### src/hw/rtl/drt_pkg.sv
// types, constants and microcode table of the damage rectangle tracker
package drt_pkg;

  localparam int MAX_REGIONS  = 32;
  localparam int CNT_W        = $clog2(MAX_REGIONS + 1);
  localparam int IDX_W        = (MAX_REGIONS > 1) ? $clog2(MAX_REGIONS) : 1;
  localparam int CFG_W        = 13;
  localparam int CFG_IDX_W    = 1;
  localparam int SCREEN_LIMIT = 4096;
  localparam int CLIP_W       = 18;
  localparam int POS_W        = 12;
  localparam int SIZE_W       = 13;
  localparam int RECT_W       = 16;

  localparam logic [CFG_W-1:0] SCREEN_W_RST = CFG_W'(1024);
  localparam logic [CFG_W-1:0] SCREEN_H_RST = CFG_W'(768);

  typedef enum logic [1:0] {
    REQ_ADD,
    REQ_MARK,
    REQ_CLEAR,
    REQ_PRESENT
  } req_t;

  typedef enum logic [CFG_IDX_W-1:0] {
    CFG_SCREEN_WIDTH,
    CFG_SCREEN_HEIGHT
  } cfg_reg_t;

  typedef enum logic [3:0] {
    S_IDLE,
    S_ADD_LO,
    S_ADD_HI,
    S_ADD_COMMIT,
    S_MARK,
    S_CLEAR,
    S_PRESENT,
    S_EMIT_FULL,
    S_EMIT_REGION
  } step_t;

  typedef enum logic [3:0] {
    UOP_LOAD,
    UOP_CLIP_LO,
    UOP_CLIP_HI,
    UOP_COMMIT,
    UOP_MARK,
    UOP_CLEAR,
    UOP_PRES_START,
    UOP_EMIT_FULL,
    UOP_EMIT_REGION
  } uop_t;

  typedef enum logic [2:0] {
    JMP_GOTO,
    JMP_DISPATCH,
    JMP_PRESENT,
    JMP_SLOT,
    JMP_LAST
  } jmp_t;

  typedef struct packed {
    logic  accept;
    uop_t  uop;
    jmp_t  jmp;
    step_t target;
  } ctrl_word_t;

  typedef struct packed {
    logic [POS_W-1:0]  x;
    logic [POS_W-1:0]  y;
    logic [SIZE_W-1:0] w;
    logic [SIZE_W-1:0] h;
  } region_t;

  function automatic ctrl_word_t ucode_rom(input step_t step);
    ctrl_word_t cw;
    case (step)
      S_IDLE:        cw = '{1'b1, UOP_LOAD,        JMP_DISPATCH, S_IDLE};
      S_ADD_LO:      cw = '{1'b0, UOP_CLIP_LO,     JMP_GOTO,     S_ADD_HI};
      S_ADD_HI:      cw = '{1'b0, UOP_CLIP_HI,     JMP_GOTO,     S_ADD_COMMIT};
      S_ADD_COMMIT:  cw = '{1'b0, UOP_COMMIT,      JMP_GOTO,     S_IDLE};
      S_MARK:        cw = '{1'b0, UOP_MARK,        JMP_GOTO,     S_IDLE};
      S_CLEAR:       cw = '{1'b0, UOP_CLEAR,       JMP_GOTO,     S_IDLE};
      S_PRESENT:     cw = '{1'b0, UOP_PRES_START,  JMP_PRESENT,  S_IDLE};
      S_EMIT_FULL:   cw = '{1'b0, UOP_EMIT_FULL,   JMP_SLOT,     S_IDLE};
      S_EMIT_REGION: cw = '{1'b0, UOP_EMIT_REGION, JMP_LAST,     S_IDLE};
      default:       cw = '{1'b0, UOP_CLEAR,       JMP_GOTO,     S_IDLE};
    endcase
    return cw;
  endfunction

  function automatic step_t dispatch(input req_t req);
    step_t s;
    case (req)
      REQ_ADD:     s = S_ADD_LO;
      REQ_MARK:    s = S_MARK;
      REQ_CLEAR:   s = S_CLEAR;
      REQ_PRESENT: s = S_PRESENT;
      default:     s = S_IDLE;
    endcase
    return s;
  endfunction

endpackage

### src/hw/rtl/drt_req_if.sv
// request channel of the damage rectangle tracker
interface drt_req_if import drt_pkg::*; ();
  logic                     valid;
  logic                     ready;
  req_t                     req_type;
  logic signed [RECT_W-1:0] rect_x;
  logic signed [RECT_W-1:0] rect_y;
  logic signed [RECT_W-1:0] rect_w;
  logic signed [RECT_W-1:0] rect_h;

  modport source (output valid, req_type, rect_x, rect_y, rect_w, rect_h, input ready);
  modport sink   (input valid, req_type, rect_x, rect_y, rect_w, rect_h, output ready);
endinterface

### src/hw/rtl/drt_rgn_if.sv
// region channel of the damage rectangle tracker
interface drt_rgn_if import drt_pkg::*; ();
  logic              valid;
  logic              ready;
  logic [POS_W-1:0]  out_x;
  logic [POS_W-1:0]  out_y;
  logic [SIZE_W-1:0] out_w;
  logic [SIZE_W-1:0] out_h;
  logic              whole_screen;
  logic              last_region;

  modport source (output valid, out_x, out_y, out_w, out_h, whole_screen, last_region,
                  input ready);
  modport sink   (input valid, out_x, out_y, out_w, out_h, whole_screen, last_region,
                  output ready);
endinterface

### src/hw/rtl/damage_rect_tracker.sv
// damage rectangle tracker: clipped region list with full-screen fallback
//
// Requests are taken one at a time by a small microcoded sequencer that runs one control
// word per cycle. An add steps through accept, left/top clip, right/bottom clip and commit;
// mark full screen and clear list through accept and one more step; a present through accept
// and a start step, then emits the full screen if marked, else each stored region; a stalled
// result side holds the sequencer on the emit step. The region store is a 32-entry memory
// with one registered read port, which sets the drain rate of one region per cycle while the
// result side takes beats. The store needs no clearing after reset: only entries below the
// region count are emitted. The user writes screen size registers only while no request is
// in flight; the block does not enforce this. A size of 0 acts as 1, above 4096 as 4096.
module damage_rect_tracker import drt_pkg::*; (
  input  logic                 clk,
  input  logic                 rst_n,
  drt_req_if.sink              in_req,
  drt_rgn_if.source            out_rgn,
  input  logic                 cfg_we,
  input  logic [CFG_IDX_W-1:0] cfg_index,
  input  logic [CFG_W-1:0]     cfg_wdata
);

  function automatic logic [CFG_W-1:0] eff_size(input logic [CFG_W-1:0] v);
    logic [CFG_W-1:0] r;
    if (v == '0) begin
      r = CFG_W'(1);
    end else if (v > CFG_W'(SCREEN_LIMIT)) begin
      r = CFG_W'(SCREEN_LIMIT);
    end else begin
      r = v;
    end
    return r;
  endfunction

  step_t      step_r, step_nxt;
  ctrl_word_t cw;

  logic [CFG_W-1:0] scr_w_r, scr_h_r;
  logic [CFG_W-1:0] eff_w, eff_h;

  logic signed [CLIP_W-1:0] cx_r, cy_r, cw_r, ch_r;
  logic signed [CLIP_W-1:0] cx_nxt, cy_nxt, cw_nxt, ch_nxt;
  logic signed [CLIP_W-1:0] sum_x, sum_y, sw_ext, sh_ext;

  logic [CNT_W-1:0] count_r, count_nxt;
  logic [CNT_W-1:0] idx_r, idx_nxt;
  logic             flag_r, flag_nxt;

  region_t          mem [MAX_REGIONS];
  region_t          rd_data_r;
  region_t          mem_wdata;
  logic             mem_we;
  logic [IDX_W-1:0] rd_addr;

  logic    out_valid_r, out_valid_nxt;
  region_t out_data_r, out_data_nxt;
  logic    out_whole_r, out_whole_nxt;
  logic    out_last_r, out_last_nxt;

  logic in_fire, slot_free, is_last, list_full, rect_ok;

  assign cw        = ucode_rom(step_r);
  assign in_fire   = cw.accept && in_req.valid;
  assign slot_free = !out_valid_r || out_rgn.ready;
  assign is_last   = (idx_r + CNT_W'(1)) == count_r;
  assign list_full = count_r >= CNT_W'(MAX_REGIONS);

  assign eff_w  = eff_size(scr_w_r);
  assign eff_h  = eff_size(scr_h_r);
  assign sw_ext = signed'({{(CLIP_W-CFG_W){1'b0}}, eff_w});
  assign sh_ext = signed'({{(CLIP_W-CFG_W){1'b0}}, eff_h});
  assign sum_x  = cx_r + cw_r;
  assign sum_y  = cy_r + ch_r;

  assign rect_ok = !cw_r[CLIP_W-1] && (cw_r != '0) && !ch_r[CLIP_W-1] && (ch_r != '0);

  assign mem_wdata = '{x: cx_r[POS_W-1:0], y: cy_r[POS_W-1:0],
                       w: cw_r[SIZE_W-1:0], h: ch_r[SIZE_W-1:0]};
  assign rd_addr   = idx_nxt[IDX_W-1:0];

  assign in_req.ready         = cw.accept;
  assign out_rgn.valid        = out_valid_r;
  assign out_rgn.out_x        = out_data_r.x;
  assign out_rgn.out_y        = out_data_r.y;
  assign out_rgn.out_w        = out_data_r.w;
  assign out_rgn.out_h        = out_data_r.h;
  assign out_rgn.whole_screen = out_whole_r;
  assign out_rgn.last_region  = out_last_r;

  // sequencer: next step
  always_comb begin
    step_nxt = step_r;
    case (cw.jmp)
      JMP_GOTO: begin
        step_nxt = cw.target;
      end
      JMP_DISPATCH: begin
        if (in_fire) step_nxt = dispatch(in_req.req_type);
      end
      JMP_PRESENT: begin
        if (flag_r) begin
          step_nxt = S_EMIT_FULL;
        end else if (count_r == '0) begin
          step_nxt = cw.target;
        end else begin
          step_nxt = S_EMIT_REGION;
        end
      end
      JMP_SLOT: begin
        if (slot_free) step_nxt = cw.target;
      end
      JMP_LAST: begin
        if (slot_free && is_last) step_nxt = cw.target;
      end
      default: begin
        step_nxt = S_IDLE;
      end
    endcase
  end

  // datapath controls
  always_comb begin
    cx_nxt        = cx_r;
    cy_nxt        = cy_r;
    cw_nxt        = cw_r;
    ch_nxt        = ch_r;
    count_nxt     = count_r;
    flag_nxt      = flag_r;
    idx_nxt       = idx_r;
    mem_we        = 1'b0;
    out_valid_nxt = out_valid_r && !out_rgn.ready;
    out_data_nxt  = out_data_r;
    out_whole_nxt = out_whole_r;
    out_last_nxt  = out_last_r;
    case (cw.uop)
      UOP_LOAD: begin
        if (in_fire) begin
          cx_nxt = CLIP_W'(in_req.rect_x);
          cy_nxt = CLIP_W'(in_req.rect_y);
          cw_nxt = CLIP_W'(in_req.rect_w);
          ch_nxt = CLIP_W'(in_req.rect_h);
        end
      end
      UOP_CLIP_LO: begin
        if (cx_r[CLIP_W-1]) begin
          cw_nxt = cw_r + cx_r;
          cx_nxt = '0;
        end
        if (cy_r[CLIP_W-1]) begin
          ch_nxt = ch_r + cy_r;
          cy_nxt = '0;
        end
      end
      UOP_CLIP_HI: begin
        if (sum_x > sw_ext) cw_nxt = sw_ext - cx_r;
        if (sum_y > sh_ext) ch_nxt = sh_ext - cy_r;
      end
      UOP_COMMIT: begin
        if (!flag_r && rect_ok) begin
          if (list_full) begin
            flag_nxt = 1'b1;
          end else begin
            mem_we    = 1'b1;
            count_nxt = count_r + CNT_W'(1);
          end
        end
      end
      UOP_MARK: begin
        flag_nxt = 1'b1;
      end
      UOP_CLEAR: begin
        count_nxt = '0;
        flag_nxt  = 1'b0;
      end
      UOP_PRES_START: begin
        idx_nxt = '0;
      end
      UOP_EMIT_FULL: begin
        if (slot_free) begin
          out_valid_nxt = 1'b1;
          out_data_nxt  = '{x: '0, y: '0, w: eff_w, h: eff_h};
          out_whole_nxt = 1'b1;
          out_last_nxt  = 1'b1;
          count_nxt     = '0;
          flag_nxt      = 1'b0;
        end
      end
      UOP_EMIT_REGION: begin
        if (slot_free) begin
          out_valid_nxt = 1'b1;
          out_data_nxt  = rd_data_r;
          out_whole_nxt = 1'b0;
          out_last_nxt  = is_last;
          idx_nxt       = idx_r + CNT_W'(1);
          if (is_last) begin
            count_nxt = '0;
            flag_nxt  = 1'b0;
          end
        end
      end
      default: begin
      end
    endcase
  end

  always_ff @(posedge clk) begin
    if (!rst_n) begin
      step_r      <= S_IDLE;
      count_r     <= '0;
      flag_r      <= 1'b0;
      idx_r       <= '0;
      out_valid_r <= 1'b0;
      scr_w_r     <= SCREEN_W_RST;
      scr_h_r     <= SCREEN_H_RST;
    end else begin
      step_r      <= step_nxt;
      count_r     <= count_nxt;
      flag_r      <= flag_nxt;
      idx_r       <= idx_nxt;
      out_valid_r <= out_valid_nxt;
      if (cfg_we) begin
        case (cfg_reg_t'(cfg_index))
          CFG_SCREEN_WIDTH:  scr_w_r <= cfg_wdata;
          CFG_SCREEN_HEIGHT: scr_h_r <= cfg_wdata;
          default: begin
          end
        endcase
      end
    end
  end

  always_ff @(posedge clk) begin
    cx_r        <= cx_nxt;
    cy_r        <= cy_nxt;
    cw_r        <= cw_nxt;
    ch_r        <= ch_nxt;
    out_data_r  <= out_data_nxt;
    out_whole_r <= out_whole_nxt;
    out_last_r  <= out_last_nxt;
  end

  // region store
  always_ff @(posedge clk) begin
    if (mem_we) mem[count_r[IDX_W-1:0]] <= mem_wdata;
    rd_data_r <= mem[rd_addr];
  end

endmodule

### src/flat_wrapper.sv
// flat-port wrapper written by rule: the top's interface ports become plain ports
module damage_rect_tracker_flat import drt_pkg::*;
  (clk, rst_n, cfg_we, cfg_index, cfg_wdata, in_req_valid, in_req_req_type, in_req_rect_x, in_req_rect_y, in_req_rect_w, in_req_rect_h, in_req_ready, out_rgn_valid, out_rgn_out_x, out_rgn_out_y, out_rgn_out_w, out_rgn_out_h, out_rgn_whole_screen, out_rgn_last_region, out_rgn_ready);
  drt_req_if in_req_i ();
  drt_rgn_if out_rgn_i ();
  input  logic clk;
  input  logic rst_n;
  input  logic cfg_we;
  input  logic [CFG_IDX_W-1:0] cfg_index;
  input  logic [CFG_W-1:0] cfg_wdata;
  input wire logic [$bits(in_req_i.valid)-1:0] in_req_valid;
  input wire logic [$bits(in_req_i.req_type)-1:0] in_req_req_type;
  input wire logic [$bits(in_req_i.rect_x)-1:0] in_req_rect_x;
  input wire logic [$bits(in_req_i.rect_y)-1:0] in_req_rect_y;
  input wire logic [$bits(in_req_i.rect_w)-1:0] in_req_rect_w;
  input wire logic [$bits(in_req_i.rect_h)-1:0] in_req_rect_h;
  output wire logic [$bits(in_req_i.ready)-1:0] in_req_ready;
  output wire logic [$bits(out_rgn_i.valid)-1:0] out_rgn_valid;
  output wire logic [$bits(out_rgn_i.out_x)-1:0] out_rgn_out_x;
  output wire logic [$bits(out_rgn_i.out_y)-1:0] out_rgn_out_y;
  output wire logic [$bits(out_rgn_i.out_w)-1:0] out_rgn_out_w;
  output wire logic [$bits(out_rgn_i.out_h)-1:0] out_rgn_out_h;
  output wire logic [$bits(out_rgn_i.whole_screen)-1:0] out_rgn_whole_screen;
  output wire logic [$bits(out_rgn_i.last_region)-1:0] out_rgn_last_region;
  input wire logic [$bits(out_rgn_i.ready)-1:0] out_rgn_ready;
  assign in_req_i.valid = in_req_valid;
  assign in_req_i.req_type = in_req_req_type;
  assign in_req_i.rect_x = in_req_rect_x;
  assign in_req_i.rect_y = in_req_rect_y;
  assign in_req_i.rect_w = in_req_rect_w;
  assign in_req_i.rect_h = in_req_rect_h;
  assign in_req_ready = in_req_i.ready;
  assign out_rgn_valid = out_rgn_i.valid;
  assign out_rgn_out_x = out_rgn_i.out_x;
  assign out_rgn_out_y = out_rgn_i.out_y;
  assign out_rgn_out_w = out_rgn_i.out_w;
  assign out_rgn_out_h = out_rgn_i.out_h;
  assign out_rgn_whole_screen = out_rgn_i.whole_screen;
  assign out_rgn_last_region = out_rgn_i.last_region;
  assign out_rgn_i.ready = out_rgn_ready;
  damage_rect_tracker u_core (.clk(clk), .rst_n(rst_n), .in_req(in_req_i), .out_rgn(out_rgn_i), .cfg_we(cfg_we), .cfg_index(cfg_index), .cfg_wdata(cfg_wdata));
endmodule
### config.mk
export PLATFORM = sky130hd
export DESIGN_NAME = damage_rect_tracker_flat
export DESIGN_NICKNAME = d
export VERILOG_FILES = /design/src/hw/rtl/drt_pkg.sv /design/src/hw/rtl/drt_req_if.sv /design/src/hw/rtl/drt_rgn_if.sv /design/src/hw/rtl/damage_rect_tracker.sv /design/src/flat_wrapper.sv
export SDC_FILE = /design/constraint.sdc
export NUM_CORES = 2
export LEC_CHECK = 0
export ABC_CLOCK_PERIOD_IN_PS = 5500
export BUFFER_PORTS_ARGS = -buffer_cell sky130_fd_sc_hd__buf_2
export CAP_MARGIN = 0
export CORE_UTILIZATION = 50
export CTS_CLUSTER_SIZE = 10
export DETAILED_ROUTE_END_ITERATION = 8
export PLACE_DENSITY_LB_ADDON = 0.2
export SYNTH_ARGS = -nofsm -noshare
export SYNTH_HDL_FRONTEND = slang
export SYNTH_SLANG_ARGS = --single-unit
### constraint.sdc
create_clock -name clk -period 5.5 [get_ports clk]
set_input_delay 0.275 -clock clk [delete_from_list [all_inputs] [get_ports clk]]
set_output_delay 0.275 -clock clk [all_outputs]
set_load 0.005 [all_outputs]
### Word-level counts from Yosys, hierarchy flattened

Memories as Yosys holds them, arrays and structs flattened. A register that Yosys moved wholly into a read port is not among the register bits.
Cells that the tools add are included.
Widths: inputs -> output; s select.

| storage, ports and cells | value |
|---|---|
| bits in registers | 168 |
| latch bits | 0 |
| output and inout bits | 54 |
| memories | 2 |
| bits in writable memories | 1600 |
| bits in read-only memories | 160 |

Memory list:

| name | words | width | rd ports | clocked after Yosys merged registers in | wr ports | RTL line | RTL |
|---|---|---|---|---|---|---|---|
| u_core.mem | 32 | 50 | 1 | 1 | 1 | damage_rect_tracker.sv:48 | `region_t mem [MAX_REGIONS];` |
| (no name shown) | 16 | 10 | 1 | 1 | 0 | drt_pkg.sv:78 | `case (step)` |

| cells by class | value |
|---|---|
| magnitude comparators | 5 |
| mux-type cells | 55 |
| add/sub/neg operators | 6 |
| $mul | 0 |
| equality and inequality tests | 30 |
| reduce and logical (&&, ||, !) cells | 40 |
| shift operators | 0 |
| bitwise operators | 1 |
| div/mod/pow operators | 0 |

Operators by type and width:

| operator | number |
|---|---|
| $mux 18 | 8 |
| $pmux 18 s3 | 2 |
| $mux 50 | 2 |
| $pmux 50 s2 | 1 |
| $pmux 18 s2 | 2 |
| $mux 13 | 4 |
| $add 18x18->18 | 2 |
| $gt 18x14->1 | 2 |
| $mux 6 | 6 |
| $reduce_bool 18->1 | 2 |
| $sub 14x18->18 | 2 |
| $mux 17 | 2 |
| $mux 4 | 7 |
| $gt 13x13->1 const B | 2 |
| $logic_not 13->1 | 2 |
| $ne 2x1->1 const B | 13 |
| $pmux 6 s4 | 1 |
| $pmux 4 s5 | 1 |
| $eq 4x3->1 const B | 4 |
| $pmux 4 s4 | 1 |
| $mux 1 | 14 |
| $add 6x1->6 const B | 2 |
| $pmux 6 s2 | 1 |
| $reduce_and 3->1 | 4 |
| 29 further kinds | 50 |

### Depth between registers and ports, before layout

| depth | value |
|---|---|
| depth after elaboration | 9 |
| gate-level depth with buffers | 17 |
| mapped depth without buffers | 17 |

### Least setup slack after synthesis

No wires, ideal clock.

| path | value |
|---|---|
| path type | flip-flop to flip-flop |
| start | register u_core.cw_r[1] |
| end | memory u_core.mem[15][0] (netlist bit), enable pin |
| cell stages (with the launch flop) | 7 |
| slack | 0.821 ns |
| period minus slack after synthesis | 4.679 ns |
| setup time | 0.459 ns |
| arrival | 4.220 ns |
| buffers on the path | 0 |
| required time | 5.041 ns |
| path through | edfxtp_1 nor4_1 nand4_1 nor4_1 nor4b_1 nand2_1 nor2_1 |

| between the ends | value |
|---|---|
| cells in the longest elaborated chain, start to end | 9 |

RTL lines:

| element | RTL line | RTL |
|---|---|---|
| start, declared | damage_rect_tracker.sv:40 | `logic signed [CLIP_W-1:0] cx_r, cy_r, cw_r, ch_r;` |
| start signal, assigned | damage_rect_tracker.sv:234 | `cw_r <= cw_nxt;` |
| $reduce_bool 18->1 | damage_rect_tracker.sv:74 | `assign rect_ok = !cw_r[CLIP_W-1] && (cw_r != '0) && !ch_r[CLIP_W-1] && (ch_r != '0);` |
| $logic_and 1x1->1 (3 in series) | damage_rect_tracker.sv:74 |  |
| $logic_and 1x1->1 | damage_rect_tracker.sv:158 | `if (!flag_r && rect_ok) begin` |
| $mux 1 | damage_rect_tracker.sv:158 |  |
| $mux 1 | damage_rect_tracker.sv:134 | `case (cw.uop)` |
| $mux 1 | damage_rect_tracker.sv:243 | `if (mem_we) mem[count_r[IDX_W-1:0]] <= mem_wdata;` |
| $mux 1 (implied by the code) | damage_rect_tracker.sv:243 |  |
| end, declared | damage_rect_tracker.sv:48 |  |

Every way passes these cells.

### Final worst setup path

| path | value |
|---|---|
| start | register u_core.ch_r[1] |
| end | register u_core.ch_r[8], enable pin |

| between the ends | value |
|---|---|
| cells in the longest elaborated chain, start to end | 4 |

RTL lines:

| element | RTL line | RTL |
|---|---|---|
| start, declared | damage_rect_tracker.sv:40 |  |
| start signal, assigned | damage_rect_tracker.sv:235 | `ch_r <= ch_nxt;` |
| $add 18x18->18 | damage_rect_tracker.sv:72 | `assign sum_y = cy_r + ch_r;` |
| $gt 18x14->1 | damage_rect_tracker.sv:155 | `if (sum_y > sh_ext) ch_nxt = sh_ext - cy_r;` |
| $ne 2x1->1 (no source line) | -- |  |
| $reduce_and 4->1 (no source line) | -- |  |

Every way passes these cells.
A chain may end at the register's enable or synchronous reset.

==> parameters.txt <==
Parameter                              Value

Clock tree
  Total of cells resized after clock tree synthesis ... 0
  Number of levels the H-tree was split into ... 4
  Later-pin clock latency in the skew report ... between 0.8 and 0.9 ns
  Reg clk slew, reported paths ... around 0.060 ns
  Hold buffer count at CTS ... 100
  Clock tree root buffer cell ... sky130_fd_sc_hd__clkbuf_16
  CTS tree ... done
  Setup fix buffers added after clock tree synthesis ... 0
  Clock sink count ... between 1500 and 2000
  TritonCTS Buffers ... around 200
  Number of buffers on the longest clock path ... 3

Synth
  Avg Inst Size Synth ... 12.4 um2
  Combined area of all synthesized cells ... around 0.075 mm2
  Prevailing post-synth register cell ... sky130_fd_sc_hd__edfxtp_1
  Gate Count Post-Synth ... a little over 6000
  Number of synthesis warnings ... 0
  Post-synthesis async set-or-reset flop share ... 0%
  Part of the Yosys area used for sequential elements ... a little under three quarters
  Count of unique library cells instantiated by Yosys ... between 70 and 80
  Number of storage elements in the synthesis netlist ... about 1800
  Synthesized net count ... ~6200
  Number of enable flip-flop cells after synthesis ... roughly 1700

Pwr
  Total power ... about 0.035 W
  Cell Pwr Density ... approximately 410 mW/mm2
  Leakage power figure ... around 30 nW
  Worst vdd rail ir drop ... 0.371 mV

Placed design
  HPWL Detailed ... 118000 um
  # port buffers ... 138
  Placer's final routability congestion estimate ... between 0.9 and 1
  Area post-placement ... 0.0785 mm2

STA
  Max_slew headroom ... roughly 8.5%
  Final Skew ... between 0.06 and 0.07 ns
  Crit share post-route ... between 90% and 100%
  Hold slack final ... approximately 0.20 ns
  Actual slew at the worst max-slew pin ... about 1.4 ns
  Maximum operating frequency ... 197 MHz
  Final hold violation count ... 0
  Unrepaired setup endpoints after global routing ... false
  Count of final setup violators ... 0
  Final Critical Period ... about 5 ns
  Final-report max-slew violation count ... 0
  Sum Neg Setup Slack ... 0 ns

Routing
  1st-iter DRT viols ... slightly above 7000
  DR pass1 iterations ... 6
  Residual DRC count ... 0
  Total Wirelength ... 228000 um
  Final ANT Viol Nets ... 0
  WL/cell ... between 20 and 30 um
  Via count ... just over 50000
  Via/cell ratio ... around 6.1

Setup path
  CP endpoint kind ... flip-flop
  Worst Setup Path Type ... flip-flop to flip-flop
  Category of the worst setup path launch point ... flip-flop
  Critical Path Fanout Max ... 20
  Arrival time at the worst endpoint ... between 5 and 6 ns
  Req. time, crit path ... between 5 and 6 ns

Global routing
  Largest net degree at the start of global routing ... 159
  Global Route Usage Sum ... a little under 30%
  Wire length of the first global-routing pass ... 328000 um
  Global route overflow ... 0
  Initial antenna violation count ... 12
  Via count of the first global-routing pass ... just under 50000

Final layout
  Fill cell instance count of the final layout ... between 10000 and 15000
  Ratio of cells with drive above 1 in the final layout ... 9.21%
  Total Nets Final ... approximately 6500
  Layout overhead on the synthesized area ... 14.3%
  Final Cell Area ... roughly 0.086 mm2

Floorplanning
  Starting Density ... 50.5%
  I/O pin count ... 139
  Die height ... roughly 390 um
  Placeable core area ... 0.148 mm2
  Die area ... approximately 0.15 mm2
  Die width ... just under 400 um
  Placement Rows ... ~140

Job
  Number of max-cap violations ... 0

Worst hold path
  Hold/Removal Path Class ... input pin to flip-flop

Run status
  Run status ... finished clean
layer usage:
metal	global-route usage (%)	vias to the layer above	wire [um]
li1	-	22400	-
met1	42.1	25300	92700
met3	4.76	380	22100
met2	47.5	2785	107000
met5	0	-	17
met4	9.33	2	6410
cell usage in the layout, fill, tap and decap left out, types with 8 or more instances in the layout:
cell	instances
sky130_fd_sc_hd__o21ai_0	90
sky130_fd_sc_hd__buf_4	125
sky130_fd_sc_hd__a22oi_1	18
sky130_fd_sc_hd__nor2_4	34
sky130_fd_sc_hd__and2_1	63
sky130_fd_sc_hd__dlygate4sd3_1	100
sky130_fd_sc_hd__o21a_1	10
sky130_fd_sc_hd__xor2_1	25
sky130_fd_sc_hd__o32ai_1	51
sky130_fd_sc_hd__nand2_1	1746
sky130_fd_sc_hd__nor3_1	20
sky130_fd_sc_hd__o22ai_1	52
sky130_fd_sc_hd__dfxtp_1	103
sky130_fd_sc_hd__inv_1	80
sky130_fd_sc_hd__o211ai_1	10
sky130_fd_sc_hd__xnor2_1	39
sky130_fd_sc_hd__buf_12	45
sky130_fd_sc_hd__clkbuf_16	205
sky130_fd_sc_hd__a21o_1	18
sky130_fd_sc_hd__nand2b_1	15
sky130_fd_sc_hd__nand4_1	12
sky130_fd_sc_hd__buf_2	138
sky130_fd_sc_hd__or3_1	58
sky130_fd_sc_hd__nor2_1	64
sky130_fd_sc_hd__o31a_1	8
sky130_fd_sc_hd__and3_1	9
sky130_fd_sc_hd__o21bai_1	8
sky130_fd_sc_hd__edfxtp_1	1722
sky130_fd_sc_hd__nor2b_1	26
sky130_fd_sc_hd__a31oi_1	11
sky130_fd_sc_hd__mux2i_1	52
sky130_fd_sc_hd__clkbuf_1	148
sky130_fd_sc_hd__nor4_1	16
sky130_fd_sc_hd__nand3_1	857
sky130_fd_sc_hd__a21oi_1	224
sky130_fd_sc_hd__ha_1	94
sky130_fd_sc_hd__a32o_1	49
sky130_fd_sc_hd__a221o_1	10
path summary, 6_finish.rpt:
check | from | end | slack [ns] | cells past startpoint
worst max-delay path | u_core.ch_r[1] | u_core.ch_r[8] | 0.41 | 15
worst min-delay path | in_req_valid | u_core.step_r[0] | 0.20 | 5
worst max register to register | u_core.ch_r[1] | u_core.ch_r[8] | 0.41 | 15
worst min register to register | u_core.scr_w_r[0] | u_core.scr_w_r[0] | 0.47 | 2
flip-flops by register name, summed over array words and instances (netlist names), 9 cells and up:
signal                cells
u_core.cy_r              17
u_core.scr_h_r           13
u_core.cw                 9
u_core.out_rgn.out_h     13
u_core.out_rgn.out_x     12
u_core.ch_r              18
u_core.mem             1600
u_core.cx_r              17
u_core.scr_w_r           13
u_core.out_rgn.out_w     13
u_core.cw_r              18
u_core.out_rgn.out_y     12
u_core.rd_data_r         50
layout make-up:
type | count | area (um2) | share of cell area, %
inverters | 81 | 304 | 0.355
clock buffers | 358 | 5750 | 6.72
well taps | 1930 | 2410 | 2.82
repair buffers | 408 | 3530 | 4.12
multi-input cells | 3774 | 19500 | 22.8
flip-flops and latches | 1825 | 53800 | 62.8
diodes | 2 | 5.00 | 0.00585
clock inverters | 17 | 308 | 0.360
report_power, final:
group | switching, W | internal (W) | total [W]
registers | 0.000247 | 0.0170 | 0.0172
clock network | 0.00545 | 0.00712 | 0.0126
logic | 0.00369 | 0.00160 | 0.00530
critical path, cell delays in order (launching register included):
cell	delay [ns]
sky130_fd_sc_hd__edfxtp_1	0.72
sky130_fd_sc_hd__ha_1	0.34
sky130_fd_sc_hd__a21oi_1	0.22
sky130_fd_sc_hd__o21bai_1	0.12
sky130_fd_sc_hd__o21a_1	0.21
sky130_fd_sc_hd__o31ai_1	0.56
sky130_fd_sc_hd__xnor2_1	0.19
sky130_fd_sc_hd__ha_1	0.34
sky130_fd_sc_hd__nand4_1	0.11
sky130_fd_sc_hd__nor2_1	0.17
sky130_fd_sc_hd__o21ai_0	0.11
sky130_fd_sc_hd__o2111ai_1	0.14
sky130_fd_sc_hd__o2111ai_1	0.15
sky130_fd_sc_hd__nand2_1	0.08
sky130_fd_sc_hd__a2111oi_0	0.11
sky130_fd_sc_hd__a31oi_2	1.11
Yosys cell counts, types with 16 or more instances:
master,count,area [um2]
sky130_fd_sc_hd__buf_1,26,97.6
sky130_fd_sc_hd__edfxtp_1,1722,51700
sky130_fd_sc_hd__a22oi_1,18,135
sky130_fd_sc_hd__dfxtp_1,103,2060
sky130_fd_sc_hd__a21oi_1,224,1120
sky130_fd_sc_hd__nor2_1,99,372
sky130_fd_sc_hd__mux2i_1,52,521
sky130_fd_sc_hd__a21o_1,19,143
sky130_fd_sc_hd__nor3_1,21,105
sky130_fd_sc_hd__inv_1,80,300
sky130_fd_sc_hd__xnor2_1,39,342
sky130_fd_sc_hd__nor2b_1,26,163
sky130_fd_sc_hd__o32ai_1,52,455
sky130_fd_sc_hd__buf_2,115,576
sky130_fd_sc_hd__and2_1,63,394
sky130_fd_sc_hd__a32o_1,49,490
sky130_fd_sc_hd__nand3_1,857,4290
sky130_fd_sc_hd__clkbuf_1,183,687
sky130_fd_sc_hd__o21ai_0,90,450
sky130_fd_sc_hd__nor4_1,16,100
sky130_fd_sc_hd__ha_1,94,1180
sky130_fd_sc_hd__xor2_1,25,219
sky130_fd_sc_hd__or3_1,58,363
sky130_fd_sc_hd__nand2_1,1747,6560
sky130_fd_sc_hd__o22ai_1,53,332
per-stage QoR:
stage / setup slack, ns / cells / utilization (%)
after global placement: 0.632 / 7918 / 53.0
after floorplan: 0.821 / 6032 / -
after CTS: 0.493 / 8393 / 57.8
after global routing: 0.197 / 8395 / 57.8
after detailed placement: 0.518 / 7918 / 53.0
final: 0.414 / 8395 / 57.8
cells by family (layout without fill, tap and decap cells):
kind of cell             count (synthesis)  in the layout  share of synthesized area, %
XOR/XNOR                                64             64                         0.749
multiplexers                            54             54                         0.755
flip-flops                            1825           1825                          71.8
AO/OA/AOI/OAI                          614            614                          5.42
AND/OR/NAND/NOR                       2944           2944                          17.0
adder cells (fa/ha/maj)                 98             98                          1.68
buffers and inverters                  433            864                          2.58
other                                    0              2                             0
(Power assumes the default switching activity.)
